===== config.mk =====
export PLATFORM = sky130hd
export DESIGN_NAME = gcc_ctrl
export DESIGN_NICKNAME = d
export VERILOG_FILES = /design/src/rtl/gcc_pkg.sv /design/src/rtl/gcc_ctrl.sv
export SDC_FILE = /design/constraint.sdc
export NUM_CORES = 1
export LEC_CHECK = 0
export BUFFER_PORTS_ARGS = -buffer_cell sky130_fd_sc_hd__buf_2
export CAP_MARGIN = 10
export CORE_AREA = 4 4 41 43
export CTS_BUF_LIST = sky130_fd_sc_hd__clkbuf_2
export DETAILED_ROUTE_END_ITERATION = 16
export DIE_AREA = 0 0 45 47
export MAX_ROUTING_LAYER = met4
export PLACE_DENSITY = 0.38
export SLEW_MARGIN = 20
export SYNTH_ARGS = -nofsm -noshare
export SYNTH_HDL_FRONTEND = slang
export SYNTH_SLANG_ARGS = --single-unit

===== constraint.sdc =====
create_clock -name clk -period 1.25 [get_ports clk]
set_input_delay 0.0625 -clock clk [delete_from_list [all_inputs] [get_ports clk]]
set_output_delay 0.0625 -clock clk [all_outputs]
set_load 0.01 [all_outputs]

===== src/rtl/gcc_pkg.sv =====
// Shared constants, control structs and reset values for the greedy coin changer.
`timescale 1ns / 1ps
`default_nettype none

package gcc_pkg;

    localparam int NUM_DENOMS  = 6;
    localparam int AMOUNT_BITS = 16;
    localparam int VAL_W       = 16;
    localparam int SLOT_W      = 3;
    localparam int CNT_W       = $clog2(AMOUNT_BITS);
    localparam int CFG_IDX_W   = 3;
    localparam int CFG_DATA_W  = 16;

    localparam logic [CFG_IDX_W-1:0] CFG_COIN_COUNT   = CFG_IDX_W'(0);
    localparam logic [CFG_IDX_W-1:0] CFG_COIN_VALUE_0 = CFG_IDX_W'(1);

    localparam logic [SLOT_W-1:0] COIN_COUNT_RESET = SLOT_W'(6);

    // Commands from the controller to the datapath.
    typedef struct packed {
        logic load_item;
        logic div_init;
        logic div_step;
        logic emit;
    } gcc_cmd_t;

    // Status from the datapath back to the controller.
    typedef struct packed {
        logic div_last;
        logic slot_zero;
        logic out_free;
    } gcc_status_t;

    function automatic logic [VAL_W-1:0] coin_reset_value(input logic [SLOT_W-1:0] slot);
        logic [VAL_W-1:0] v;
        unique case (slot)
            SLOT_W'(0): v = VAL_W'(1);
            SLOT_W'(1): v = VAL_W'(2);
            SLOT_W'(2): v = VAL_W'(5);
            SLOT_W'(3): v = VAL_W'(10);
            SLOT_W'(4): v = VAL_W'(20);
            SLOT_W'(5): v = VAL_W'(50);
            default:    v = VAL_W'(100);
        endcase
        return v;
    endfunction

endpackage

`default_nettype wire


===== src/rtl/gcc_ctrl.sv =====
// Controller state machine that sequences the per-slot divisions.
`timescale 1ns / 1ps
`default_nettype none

module gcc_ctrl
    import gcc_pkg::*;
(
    input  wire         clk,
    input  wire         rst_n,
    input  wire         req_valid,
    output logic        req_ready,
    input  gcc_status_t status,
    output gcc_cmd_t    cmd
);

    typedef enum logic [1:0] {
        ST_IDLE,
        ST_SETUP,
        ST_DIV,
        ST_EMIT
    } state_t;

    state_t state_reg;
    state_t state_next;

    always_comb
    begin
        state_next    = state_reg;
        cmd           = '0;
        req_ready     = 1'b0;
        unique case (state_reg)
            ST_IDLE:
            begin
                req_ready = 1'b1;
                if (req_valid)
                begin
                    cmd.load_item = 1'b1;
                    state_next    = ST_SETUP;
                end
            end
            ST_SETUP:
            begin
                cmd.div_init = 1'b1;
                state_next   = ST_DIV;
            end
            ST_DIV:
            begin
                cmd.div_step = 1'b1;
                if (status.div_last)
                begin
                    state_next = ST_EMIT;
                end
            end
            ST_EMIT:
            begin
                // Wait until the output register can take the next result.
                if (status.out_free)
                begin
                    cmd.emit   = 1'b1;
                    state_next = status.slot_zero ? ST_IDLE : ST_SETUP;
                end
            end
            default:
            begin
                state_next = ST_IDLE;
            end
        endcase
    end

    always_ff @(posedge clk or negedge rst_n)
    begin
        if (!rst_n)
        begin
            state_reg <= ST_IDLE;
        end
        else
        begin
            state_reg <= state_next;
        end
    end

endmodule

`default_nettype wire


# After elaboration in Yosys (flattened, before gate mapping)

Cells that the tools add are included.

Register bits after elaboration: 2
Output and inout bits: 5
Memory bits (read-only): 0
Bits in latches: 0
Memories kept: 0
Bits in writable memories: 0
Input bits: 6

$lt $le $gt $ge: 0
Reductions and logical operators: 2
Div/mod/pow operators: 0
Equality and inequality tests: 6
Shift operators: 0
Add/subtract/negate cells: 0
Bitwise logic cells: 0
$mul: 0
Muxes and demuxes: 12

Operator list:

| operator           | number |
|---|---|
| $mux 1             | 8 |
| $pmux 2 s4         | 1 |
| $mux 2             | 3 |
| $ne 2x2->1 const B | 3 |
| $eq 2x2->1 const B | 2 |
| $reduce_and 3->1   | 1 |
| $eq 2x1->1 const B | 1 |
| $logic_not 2->1    | 1 |

# Logic depth before layout (Yosys ltp)

Gate-level depths: netlist of the first run.

Depth in word-level cells: 3
Mapped depth: 5

# Worst setup path after synthesis of the first run

Ideal clock, no wire load.

Path kind: flip-flop to flip-flop
Start point: reg state_reg[0]
End point: reg state_reg[1]
Buffers on the path: 0
Period minus slack after synthesis: 1396 ps
Data arrival time: 1271 ps
Required time: 1125 ps
Path slack: -146 ps
Stages on the path, launching flop included: 6
Cells stage by stage: dfrtp_1 inv_1 ha_1 nand2b_1 and3_4 mux2_4

Cells in the longest elaborated chain, start to end: 3
Elaborated cells on any way between the ends: 9
Classes of those cells: 6 x eq/ne; 1 x mux; 2 x reduce/logical

Ends and longest elaborated chain:

| what                                                 | line           | RTL |
|---|---|---|
| start: declaration                                   | gcc_ctrl.sv:23 | `state_t state_reg;` |
| start signal: assignment                             | gcc_ctrl.sv:78 | `state_reg <= state_next;` |
| $eq 2x2->1 / $logic_not 2->1 (equally long branches) | gcc_ctrl.sv:31 | `unique case (state_reg)` |
| $ne 2x2->1 (no line)                                 | -              |  |
| $reduce_and 3->1 (no line)                           | -              |  |

Several ways; a longest one is shown, not always the timed one.
A chain may end at the register's enable or synchronous reset.

# Final worst setup path of the first run

Start point: reg state_reg[1]
End point: reg state_reg[1]

The elaborated chain is that of the path after synthesis.

==> impl_results.rst, run 1 <==
.. list-table::
   :header-rows: 1

   * - Metric
     - Value
   * - Placed cells
     - 49
   * - Gate count of the mapped netlist
     - 19
   * - Endpoint arrival time on the critical path
     - around 1.4 ns
   * - Initial detailed-routing violation count
     - 4
   * - Bufs on Longest Clock Path
     - 2
   * - Max-cap violation count
     - 0
   * - Register bit count reported by yosys
     - 2
   * - CP Cell Sequence
     - ha_4, nand2b_1, and3_4, mux2_4
   * - Overall die width
     - approximately 45 um
   * - Synth area leader
     - dfrtp_1
   * - Count of nets left with antenna violations after detail routing
     - 0
   * - Crit. Startpoint
     - state_reg[1]$_DFFE_PN0P_
   * - Number of buffers created by CTS
     - 3
   * - Library cell contributing the largest single delay on the critical path
     - dfrtp_2
   * - Type of the worst setup path
     - flip-flop to flip-flop
   * - Vias per cell
     - 3.821
   * - VDD IR-drop max
     - 963.4 uV
   * - Wire length of the first global-routing pass
     - just over 1000 um
   * - Top cells by count, synth
     - ha_1 (4), nand2b_1 (4), dfrtp_1 (2), inv_1 (2)
   * - Crit path time final
     - 1.335 ns
   * - Average size of a mapped cell
     - ~10 um2
   * - Instance count on the critical path
     - 4
   * - Count of distinct cell types in the synthesized netlist
     - 11
   * - Depth of the worst register-to-register path
     - 4
   * - Ratio of cells with drive above 1 in the final layout
     - between 80% and 90%
   * - Crit path capture
     - state_reg[1]$_DFFE_PN0P_
   * - Reg-to-Reg End
     - state_reg[1]$_DFFE_PN0P_
   * - Portion of the clock cycle consumed by the worst path in the final layout
     - 106.8%
   * - Total buffers and inverters traversed by the critical path
     - 0
   * - Async set or reset register ratio after synthesis
     - 100.0%
   * - Antenna diode count
     - 0
   * - Post-DR wirelength/cell
     - 9.875 um
   * - Startpoint kind of the worst setup timing path
     - flip-flop
   * - Total setup violations reported at the end of the flow
     - 4
   * - Clock tree root buffer cell
     - clkbuf_2
   * - R2r setup slk
     - -0.08 ns
   * - Longest individual stage delay on the worst path
     - ~0.45 ns
   * - Pleak
     - a little over 0.2 nW
   * - DR DRC count
     - 0
   * - Die ar.
     - 0.002115 mm2
   * - Max Fclk
     - 749.3 MHz
   * - Type of the most critical hold path
     - input port to async pin
   * - Number of buffers inserted by port buffering
     - 10
   * - Setup repair after global routing missed its margin
     - yes
   * - Number of hold violations in the final report
     - 0
   * - Rel. slew slack
     - 88.09%
   * - Total clock sinks
     - 2
   * - Biggest fanout along the worst timing path
     - 4
   * - Final #Nets
     - 52
   * - Core Rows
     - 13
   * - Initial antenna violation count
     - 0
   * - Core utilization of the finished layout
     - between 30% and 40%
   * - Number of enable-type register cells in the synthesized netlist
     - 0
   * - DP Wirelength
     - 426.9 um
   * - Post-synthesis instance area
     - 195.2 um2
   * - Deepest level of the CTS H-tree
     - 1
   * - Leading register cell type out of synthesis
     - dfrtp_1
   * - Sequential element share of the synthesized area
     - around a quarter
   * - Worst Setup Slack, final
     - -0.08462 ns
   * - Outcome
     - finished with violations
   * - Category of cells accounting for the largest share of critical-path delay
     - flip-flops
   * - Final wirelength
     - 553 um
   * - Non-filler cells in the finished layout
     - 56
   * - Total track usage
     - ~6.8%
   * - Top-level I/O count
     - 11
   * - Insertion delay to the later sink of the worst-skew pair
     - around 0.19 ns
   * - Largest net degree at the start of global routing
     - 6
   * - Overall die height
     - 47 um
   * - Fraction of synthesized cell area taken by the top area cell type
     - 25.64%
   * - Power density over cell area
     - 2563 mW/mm2
   * - Transition at the pin with the smallest max-transition slack
     - about 0.18 ns
   * - Area contributors post-synth
     - dfrtp_1 (26%), ha_1 (26%), nand2b_1 (13%)
   * - Clk pin slew, worst setup/hold paths
     - 0.04 ns
   * - Data required, critical path
     - approximately 1.3 ns
   * - Net count of the mapped netlist
     - 29
   * - Total via count in the routed design
     - 214
   * - Worst Setup End Kind
     - flip-flop
   * - First-pass iteration count of the detailed router
     - 2
   * - Count of warnings emitted by yosys
     - 0
   * - Pins over their slew limit
     - 0
   * - Clock tree from TritonCTS
     - done
   * - Layout overhead on the synthesized area
     - 118.6%
   * - Last weighted congestion value of the routability-driven placer
     - around 0.6
   * - Violations in the final reports
     - negative setup slack
   * - Number of flip-flops in the largest register
     - 2
   * - Global route total overflow
     - 0
   * - Clock tree skew after final layout
     - between 0.008 and 0.009 ns
   * - Initial standard-cell utilization of the core
     - ~15%
   * - Floorplan core area
     - about 0.0013 mm2
   * - Beginning of the worst register-to-register path
     - state_reg[1]$_DFFE_PN0P_
   * - Via count of the first global-routing pass
     - between 200 and 250
==> cell usage in the layout (no fill, tap or decap), types with 2 or more instances in the layout <==
master    synthesis  routed
buf_2             0       8
buf_4             0       6
buf_6             0       3
clkbuf_2          0       4
dfrtp_2           0       2
ha_4              0       4
nand2b_1          4       3
==> stage by stage <==
step	hold WS [ns]	worst slack, ns	total power [W]	setup TNS [ns]	instance area, um2
6_report	0.1821	-0.08462	0.001094	-0.1842	426.7
5_1_grt	0.1991	-0.1326	0.001204	-0.4778	426.7
4_1_cts	0.1870	-0.08874	0.001075	-0.2291	420.4
3_5_place_dp	-0.1496	-0.1412	0.0007701	-0.2143	327.8
3_3_place_gp	-0.1508	-0.1190	0.0007585	-0.1693	327.8
2_1_floorplan	-0.2331	-0.06874	0.0005489	-0.06874	221.5
==> cell families (layout without fill, tap and decap cells) <==
kind of cell,Yosys count,after routing,synth area share (%)
adders and majority gates,4,4,25.64
and+or+nand+nor,8,8,27.56
buffers and inverters,2,24,3.848
AOI/OAI and AO/OA,2,2,9.616
DFF,2,2,25.64
muxes,1,1,7.690
==> worst min path at each step <==
stage           from                        to  slack, ns  depth (start not counted)
2_1_floorplan  rst_n  state_reg[0]$_DFFE_PN0P_      -0.23                          0
3_3_place_gp   rst_n  state_reg[0]$_DFFE_PN0P_      -0.15                          1
3_5_place_dp   rst_n  state_reg[0]$_DFFE_PN0P_      -0.15                          1
4_1_cts        rst_n  state_reg[1]$_DFFE_PN0P_       0.19                          2
5_1_grt        rst_n  state_reg[1]$_DFFE_PN0P_       0.20                          2
6_report       rst_n  state_reg[1]$_DFFE_PN0P_       0.18                          2
==> layout make-up <==
cell class                 count  area [um2]
tap                           15       18.77
multi-input combinational     15       196.4
sequential                     2       52.55
clock buffer                   4       20.02
fill                         151       874.6
timing repair buffer          18       128.9
inverter                       2       10.01
==> per-layer routing <==
layer  track usage, %  vias up  part of all wire, %
met1            6.818      103                   38
met2            12.43        4                   57
met5                -        -                    0
met4            5.263        0                    0
li1                 -      107                    -
met3                0        0                  4.2
==> where the power goes <==
part	leakage, nW	internal [W]	switching [W]	total (W)
clock	0.0166	0.0000840	0.0000397	0.000124
sequential	0.0212	0.000110	0.0000805	0.000190
combinational	0.164	0.000482	0.000298	0.000780
total	0.202	0.000676	0.000418	0.00109
==> repair_timing <==
| item | CTS | global route |
|---|---|---|
| setup buffers | 2 | 0 |
| gates resized for setup | 9 | 2 |
| cloned | 0 | 0 |
| endpoints found under the hold margin | 2 | 0 |
| setup endpoints to repair | 4 | 5 |
| pin swaps | 2 | 1 |
| hold buffers | 1 | 0 |
Note: power is estimated with default switching activity, not from simulation.
==> run 2: changes to the inputs <==
Settings changed: BUFFER_PORTS_ARGS -buffer_cell sky130_fd_sc_hd__buf_2 to not set, DONT_BUFFER_PORTS set to 1, PLACE_DENSITY 0.38 to 0.31.
==> run 2 against run 1 <==
The flow still finishes with violations (negative setup slack); hold slack worse by 0.10 ns; global-route usage down 1.2 points; sequential cell count is the same; critical path depth increased by 1; clock skew increased by 0.0071 ns; critical path type unchanged; critical endpoint unchanged; highest routed layer is now met4.
==> impl_results.rst, run 2 (synthesis gave the netlist of run 1 again) <==
.. list-table::
   :header-rows: 1

   * - Metric
     - Value
   * - Initial detailed-routing violation count
     - 0 (-4)
   * - Worst Setup Slack, final
     - -0.08685 ns (-0.002232 ns)
   * - Global route total overflow
     - 0 (unchanged)
   * - Crit path time final
     - 1.337 ns (+0.002232 ns)
   * - VDD IR-drop max
     - 706.6 uV (-27%)
   * - Deepest level of the CTS H-tree
     - 1 (unchanged)
   * - Most frequent cells in the layout
     - buf_4 (6), ha_4 (4), clkbuf_2 (4)
   * - Wire length of the first global-routing pass
     - 786 um (-22%)
   * - Initial standard-cell utilization of the core
     - 15.00% (unchanged)
   * - Largest net degree at the start of global routing
     - 6 (unchanged)
   * - DP Wirelength
     - 391.9 um (-8.2%)
   * - Clock tree root buffer cell
     - clkbuf_2
   * - Clock tree skew after final layout
     - 0.01612 ns (+0.007129 ns)
   * - Transition at the pin with the smallest max-transition slack
     - 0.1527 ns (-0.02369 ns)
   * - Max Fclk
     - 748.0 MHz (-0.17%)
   * - Worst slack, placed
     - -0.1184 ns (+0.02286 ns)
   * - Post-DR wirelength/cell
     - 10.76 um (+8.9%)
   * - Worst Setup End Kind
     - flip-flop
   * - Antenna diode count
     - 0 (unchanged)
   * - Most common cell after layout, fill and taps aside
     - buf_4
   * - Total track usage
     - 5.546% (-1.2 points)
   * - Longest individual stage delay on the worst path
     - 0.45 ns (about the same)
   * - Data required, critical path
     - 1.34 ns (about the same)
   * - Max-cap violation count
     - 0 (unchanged)
   * - Number of hold violations in the final report
     - 0 (unchanged)
   * - Initial antenna violation count
     - 0 (unchanged)
   * - Category of cells accounting for the largest share of critical-path delay
     - flip-flops
   * - Clock tree from TritonCTS
     - done
   * - Vias per cell
     - 3.778 (-1.1%)
   * - Pleak
     - 0.1518 nW (-25%)
   * - Total setup violations reported at the end of the flow
     - 2 (-2)
   * - Last weighted congestion value of the routability-driven placer
     - 0.6012 (-1.5%)
   * - Number of buffers inserted by port buffering
     - 0 (-10)
   * - Final #Nets
     - 41 (-21%)
   * - Pins over their slew limit
     - 0 (unchanged)
   * - Type of the worst setup path
     - flip-flop to flip-flop
   * - Hold WS
     - 0.08190 ns (-0.1002 ns)
   * - Die ar.
     - 0.002115 mm2 (unchanged)
   * - Layout overhead on the synthesized area
     - 82.05%
   * - Library cell contributing the largest single delay on the critical path
     - dfrtp_2
   * - Floorplan core area
     - 0.001301 mm2 (unchanged)
   * - Via count of the first global-routing pass
     - 194 (-22%)
   * - Placed Area
     - 277.8 um2 (-15%)
   * - Count of nets left with antenna violations after detail routing
     - 0 (unchanged)
   * - Setup repair after global routing missed its margin
     - yes
   * - Portion of the clock cycle consumed by the worst path in the final layout
     - 106.9% (+0.18 points)
   * - Startpoint kind of the worst setup timing path
     - flip-flop
   * - Endpoint arrival time on the critical path
     - 1.43 ns (+0.02 ns)
   * - First-pass iteration count of the detailed router
     - 1 (-1)
   * - Final standard cell area without fillers
     - 355.3 um2 (-17%)
   * - Type of the most critical hold path
     - input port to async pin
   * - Clk pin slew, worst setup/hold paths
     - 0.05 ns (about the same)
   * - Core Rows
     - 13 (unchanged)
   * - Bufs on Longest Clock Path
     - 2 (unchanged)
   * - Outcome
     - finished with violations
   * - Biggest fanout along the worst timing path
     - 5 (+1)
   * - Top-level I/O count
     - 11 (unchanged)
   * - Total buffers and inverters traversed by the critical path
     - 1 (+1)
   * - Number of flip-flops in the largest register
     - 2 (unchanged)
   * - Ratio of cells with drive above 1 in the final layout
     - 80.00% (-2.9 points)
   * - Total via count in the routed design
     - 170 (-21%)
   * - Overall power of the completed layout
     - 0.0009687 W (-11%)
   * - DR DRC count
     - 0 (unchanged)
   * - Number of buffers created by CTS
     - 3 (unchanged)
   * - Rel. slew slack
     - 89.69% (+1.6 points)
   * - Overall die width
     - 45 um (unchanged)
   * - Total clock sinks
     - 2 (unchanged)
   * - Insertion delay to the later sink of the worst-skew pair
     - 0.21 ns (+0.02 ns)
   * - CP Cell Sequence
     - inv_2, ha_4, nand2b_1, and3_4, mux2_4
   * - Post-route setup TNS
     - -0.1079 ns (+0.07627 ns)
   * - Overall die height
     - 47 um (unchanged)
   * - Final wirelength
     - 484 um (-12%)
   * - Power density over cell area
     - 2726 mW/mm2 (+6.4%)
   * - Violations in the final reports
     - negative setup slack
[run 2: changes by cell type in the layout (fill, tap and decap cells not counted), sizes merged]
cell,change
buf,-11
[run 2: per-stage QoR]
stage          util [%]  cells
2_1_floorplan         -     19
3_3_place_gp      21.35     39
3_5_place_dp      21.35     39
4_1_cts           26.25     45
5_1_grt           27.31     45
6_report          27.31     45
[run 2: routing by layer]
metal | GRT usage, % | vias to the layer above | wire, um
met4 | 5.263 | 0 | 17
met3 | 1.149 | 2 | 35
met5 | - | - | 0
met2 | 8.475 | 6 | 238
met1 | 5.909 | 76 | 193
li1 | - | 86 | -
[run 2: path summary, 6_finish.rpt]
kind / startpoint / end / slack [ns] / cells after the start
max reg2reg: state_reg[1]$_DFFE_PN0P_ / state_reg[1]$_DFFE_PN0P_ / -0.09 / 5
min in group clk: req_valid / cmd[3] / 0.26 / 1
min reg2reg: state_reg[0]$_DFFE_PN0P_ / state_reg[0]$_DFFE_PN0P_ / 0.64 / 1
min: rst_n / state_reg[1]$_DFFE_PN0P_ / 0.08 / 1
max: state_reg[1]$_DFFE_PN0P_ / state_reg[1]$_DFFE_PN0P_ / -0.09 / 5
max in group asynchronous: rst_n / state_reg[0]$_DFFE_PN0P_ / 1.01 / 1
[run 2: layout make-up]
class,count,area [um2]
inverters,2,10.01
clock buffers,4,20.02
repair buffers,7,55.05
fillers,146,945.9
flip-flops and latches,2,52.55
well taps,15,18.77
multi-input cells,15,198.9
[run 2: where the power goes]
group	total, W	switching, W	internal [W]
registers	0.000194	0.0000843	0.000110
clock network	0.000130	0.0000457	0.0000838
logic	0.000645	0.000254	0.000391
total	0.000969	0.000384	0.000584
[run 2: timing repair]
item	4_1_cts	5_1_grt
resized for setup	6	3
setup endpoints to repair	4	5
hold endpoints to repair	2	0
buffers inserted	1	0
pin swaps	2	1
hold buffers	1	0
==> run 3: changes to the inputs <==
==> constraint.sdc (replaced) <==
create_clock -name clk -period 1.25 [get_ports clk]
set_input_delay 0.0625 -clock clk [delete_from_list [all_inputs] [get_ports clk]]
set_output_delay 0.0625 -clock clk [all_outputs]
set_load 0.02 [all_outputs]
==> run 3 against run 2 <==
The flow still finishes with violations (negative setup slack); clock skew shrank 0.015 ns; non-clock buffer count did not move; clock power fell by 27%; sequential power is 3% lower; worst setup slack improved by 0.0054 ns; hold slack improved by 0.030 ns; global-route usage decreased by 0.57 points; critical path type unchanged; critical endpoint unchanged; largest power group unchanged; highest routed layer is now met3.
==> impl_results.rst, run 3 (synthesis gave the netlist of run 1 again) <==
.. list-table::
   :header-rows: 1

   * - Metric
     - Value
   * - Overall die width
     - 45 um (unchanged)
   * - Ratio of cells with drive above 1 in the final layout
     - 79.31% (-0.69 points)
   * - Longest individual stage delay on the worst path
     - 0.44 ns (about the same)
   * - Total via count in the routed design
     - 167 (-1.8%)
   * - Layout overhead on the synthesized area
     - 79.49%
   * - Data required, critical path
     - 1.31 ns (-0.03 ns)
   * - Library cell contributing the largest single delay on the critical path
     - dfrtp_2
   * - VDD IR-drop max
     - 726.2 uV (+2.8%)
   * - Most frequent cells in the layout
     - buf_4 (6), ha_4 (4), nand2b_1 (3), clkbuf_2 (3)
   * - Wire length of the first global-routing pass
     - 724 um (-7.9%)
   * - Total track usage
     - 4.976% (-0.57 points)
   * - Transition at the pin with the smallest max-transition slack
     - 0.1713 ns (+0.01864 ns)
   * - Category of cells accounting for the largest share of critical-path delay
     - flip-flops
   * - CP Cell Sequence
     - inv_2, ha_4, nand2b_1, and3_4, mux2_4
   * - Share of total power in the clock network
     - 9.5% (-3.9 points)
   * - Most common cell after layout, fill and taps aside
     - buf_4
   * - Core utilization of the finished layout
     - 26.92% (-0.38 points)
   * - Clock tree root buffer cell
     - clkbuf_2
   * - Deepest level of the CTS H-tree
     - 1 (unchanged)
   * - Count of nets left with antenna violations after detail routing
     - 0 (unchanged)
   * - Initial standard-cell utilization of the core
     - 15.00% (unchanged)
   * - Overall power of the completed layout
     - 0.001004 W (+3.6%)
   * - DR DRC count
     - 0 (unchanged)
   * - DP Wirelength
     - 363.9 um (-7.1%)
   * - Bufs on Longest Clock Path
     - 2 (unchanged)
   * - Number of hold violations in the final report
     - 0 (unchanged)
   * - Die ar.
     - 0.002115 mm2 (unchanged)
   * - Vias per cell
     - 3.795 (+0.47%)
   * - Total clock sinks
     - 2 (unchanged)
   * - Number of buffers created by CTS
     - 3 (unchanged)
   * - FF/Latch Area
     - 52.55 um2 (unchanged)
   * - Antenna diode count
     - 0 (unchanged)
   * - Clock tree from TritonCTS
     - done
   * - Hold WS
     - 0.1121 ns (+0.03017 ns)
   * - Post-DR wirelength/cell
     - 10.34 um (-3.9%)
   * - Endpoint arrival time on the critical path
     - 1.39 ns (-0.04 ns)
   * - Number of buffers inserted by port buffering
     - 0 (unchanged)
   * - Portion of the clock cycle consumed by the worst path in the final layout
     - 106.5% (-0.43 points)
   * - Fraction of power spent switching nets
     - 42.53% (+2.9 points)
   * - Overall die height
     - 47 um (unchanged)
   * - Startpoint kind of the worst setup timing path
     - flip-flop
   * - Clock tree skew after final layout
     - 0.001190 ns (-0.01493 ns)
   * - R2r setup slk
     - -0.08 ns (about the same)
   * - Biggest fanout along the worst timing path
     - 5 (unchanged)
   * - Crit path time final
     - 1.331 ns (-0.005416 ns)
   * - Gate power share
     - 71.7% (+5.1 points)
   * - Last weighted congestion value of the routability-driven placer
     - 0.5626 (-6.4%)
   * - Via count of the first global-routing pass
     - 211 (+8.8%)
   * - First-pass iteration count of the detailed router
     - 1 (unchanged)
   * - Max-cap violation count
     - 0 (unchanged)
   * - Final wirelength
     - 455 um (-6.0%)
   * - Violations in the final reports
     - negative setup slack
   * - Initial detailed-routing violation count
     - 0 (unchanged)
   * - Worst Setup Slack, final
     - -0.08144 ns (+0.005416 ns)
   * - Global route total overflow
     - 0 (unchanged)
   * - Type of the worst setup path
     - flip-flop to flip-flop
   * - Layout fillers
     - 151 (+3.4%)
   * - Top-level I/O count
     - 11 (unchanged)
   * - Outcome
     - finished with violations
   * - Largest net degree at the start of global routing
     - 6 (unchanged)
   * - Sw Pwr
     - 0.0004268 W (+11%)
   * - Pleak
     - 0.1476 nW (-2.7%)
   * - Total buffers and inverters traversed by the critical path
     - 1 (unchanged)
   * - Cell-internal power
     - 0.0005767 W (-1.3%)
   * - Core Rows
     - 13 (unchanged)
   * - Initial antenna violation count
     - 0 (unchanged)
   * - Clk pin slew, worst setup/hold paths
     - 0.03 ns (-0.02 ns)
   * - Area of the multi-input gates
     - 198.9 um2 (unchanged)
   * - Power density over cell area
     - 2864 mW/mm2 (+5.1%)
   * - Type of the most critical hold path
     - input port to async pin
   * - Portion of total power attributed to sequential cells
     - 18.8% (-1.2 points)
   * - Worst Setup End Kind
     - flip-flop
   * - Total setup violations reported at the end of the flow
     - 2 (unchanged)
   * - Number of flip-flops in the largest register
     - 2 (unchanged)
   * - Floorplan core area
     - 0.001301 mm2 (unchanged)
   * - Max Fclk
     - 751.1 MHz (+0.41%)
   * - Insertion delay to the later sink of the worst-skew pair
     - 0.18 ns (-0.03 ns)
   * - Final #Nets
     - 41 (unchanged)
   * - Setup repair after global routing missed its margin
     - yes
   * - Pins over their slew limit
     - 0 (unchanged)
   * - Rel. slew slack
     - 88.43% (-1.3 points)
==> run 3: cell types whose count changed in the layout (fill, tap and decap cells not counted), sizes merged <==
| cell | delta |
|---|---|
| clkbuf | -1 |
==> run 3: layer usage <==
layer	vias to the layer above	track usage, %	share of wire (%)
li1	86	-	-
met1	77	4.545	38
met2	4	9.040	55
met3	0	1.149	7.0
met4	0	3.509	0
met5	-	-	0
==> run 3: worst paths after layout <==
check	startpoint	endpoint	cells after the start
worst max-delay path	state_reg[1]$_DFFE_PN0P_	state_reg[1]$_DFFE_PN0P_	5
worst min-delay path	rst_n	state_reg[1]$_DFFE_PN0P_	1
worst max register to register	state_reg[1]$_DFFE_PN0P_	state_reg[1]$_DFFE_PN0P_	5
worst min register to register	state_reg[1]$_DFFE_PN0P_	state_reg[1]$_DFFE_PN0P_	1
max in group asynchronous	rst_n	state_reg[0]$_DFFE_PN0P_	1
min in group clk	req_valid	cmd[3]	1
==> run 3: stage by stage <==
step | setup slack [ns] | cells | area, um2 | setup TNS, ns
global route | -0.1341 | 44 | 350.3 | -0.2263
CTS | -0.08593 | 44 | 339.1 | -0.1183
global placement | -0.1346 | 39 | 276.5 | -0.2103
finish | -0.08144 | 44 | 350.3 | -0.09705
detailed placement | -0.1283 | 39 | 276.5 | -0.2100
floorplan | -0.09128 | 19 | 220.2 | -0.09547
==> run 3: cell type report <==
type / count / area share [%]
Clock buffer: 3 / 4.286
Multi-Input combinational cell: 15 / 56.79
Inverter: 2 / 2.857
Timing Repair Buffer: 7 / 15.71
Tap cell: 15 / 5.357
Sequential cell: 2 / 15.00
==> run 3: repair_timing <==
| action | in CTS | in global routing |
|---|---|---|
| gates cloned | 0 | 0 |
| gates resized for setup | 9 | 2 |
| buffers inserted | 1 | 0 |
| setup endpoints to repair | 4 | 5 |
| endpoints found under the hold margin | 2 | 0 |
| pin swaps | 4 | 0 |
| hold buffers | 1 | 0 |
==> run 3: power groups by stage <==
stage / Sequential [W] / Clock [W] / Combinational (W)
6_report: 0.000189 / 0.0000952 / 0.000720
5_1_grt: 0.000195 / 0.000113 / 0.000785
2_1_floorplan: 0.000154 / 0 / 0.000458
3_3_place_gp: 0.000162 / 0 / 0.000610
3_5_place_dp: 0.000161 / 0 / 0.000611
4_1_cts: 0.000192 / 0.000107 / 0.000687
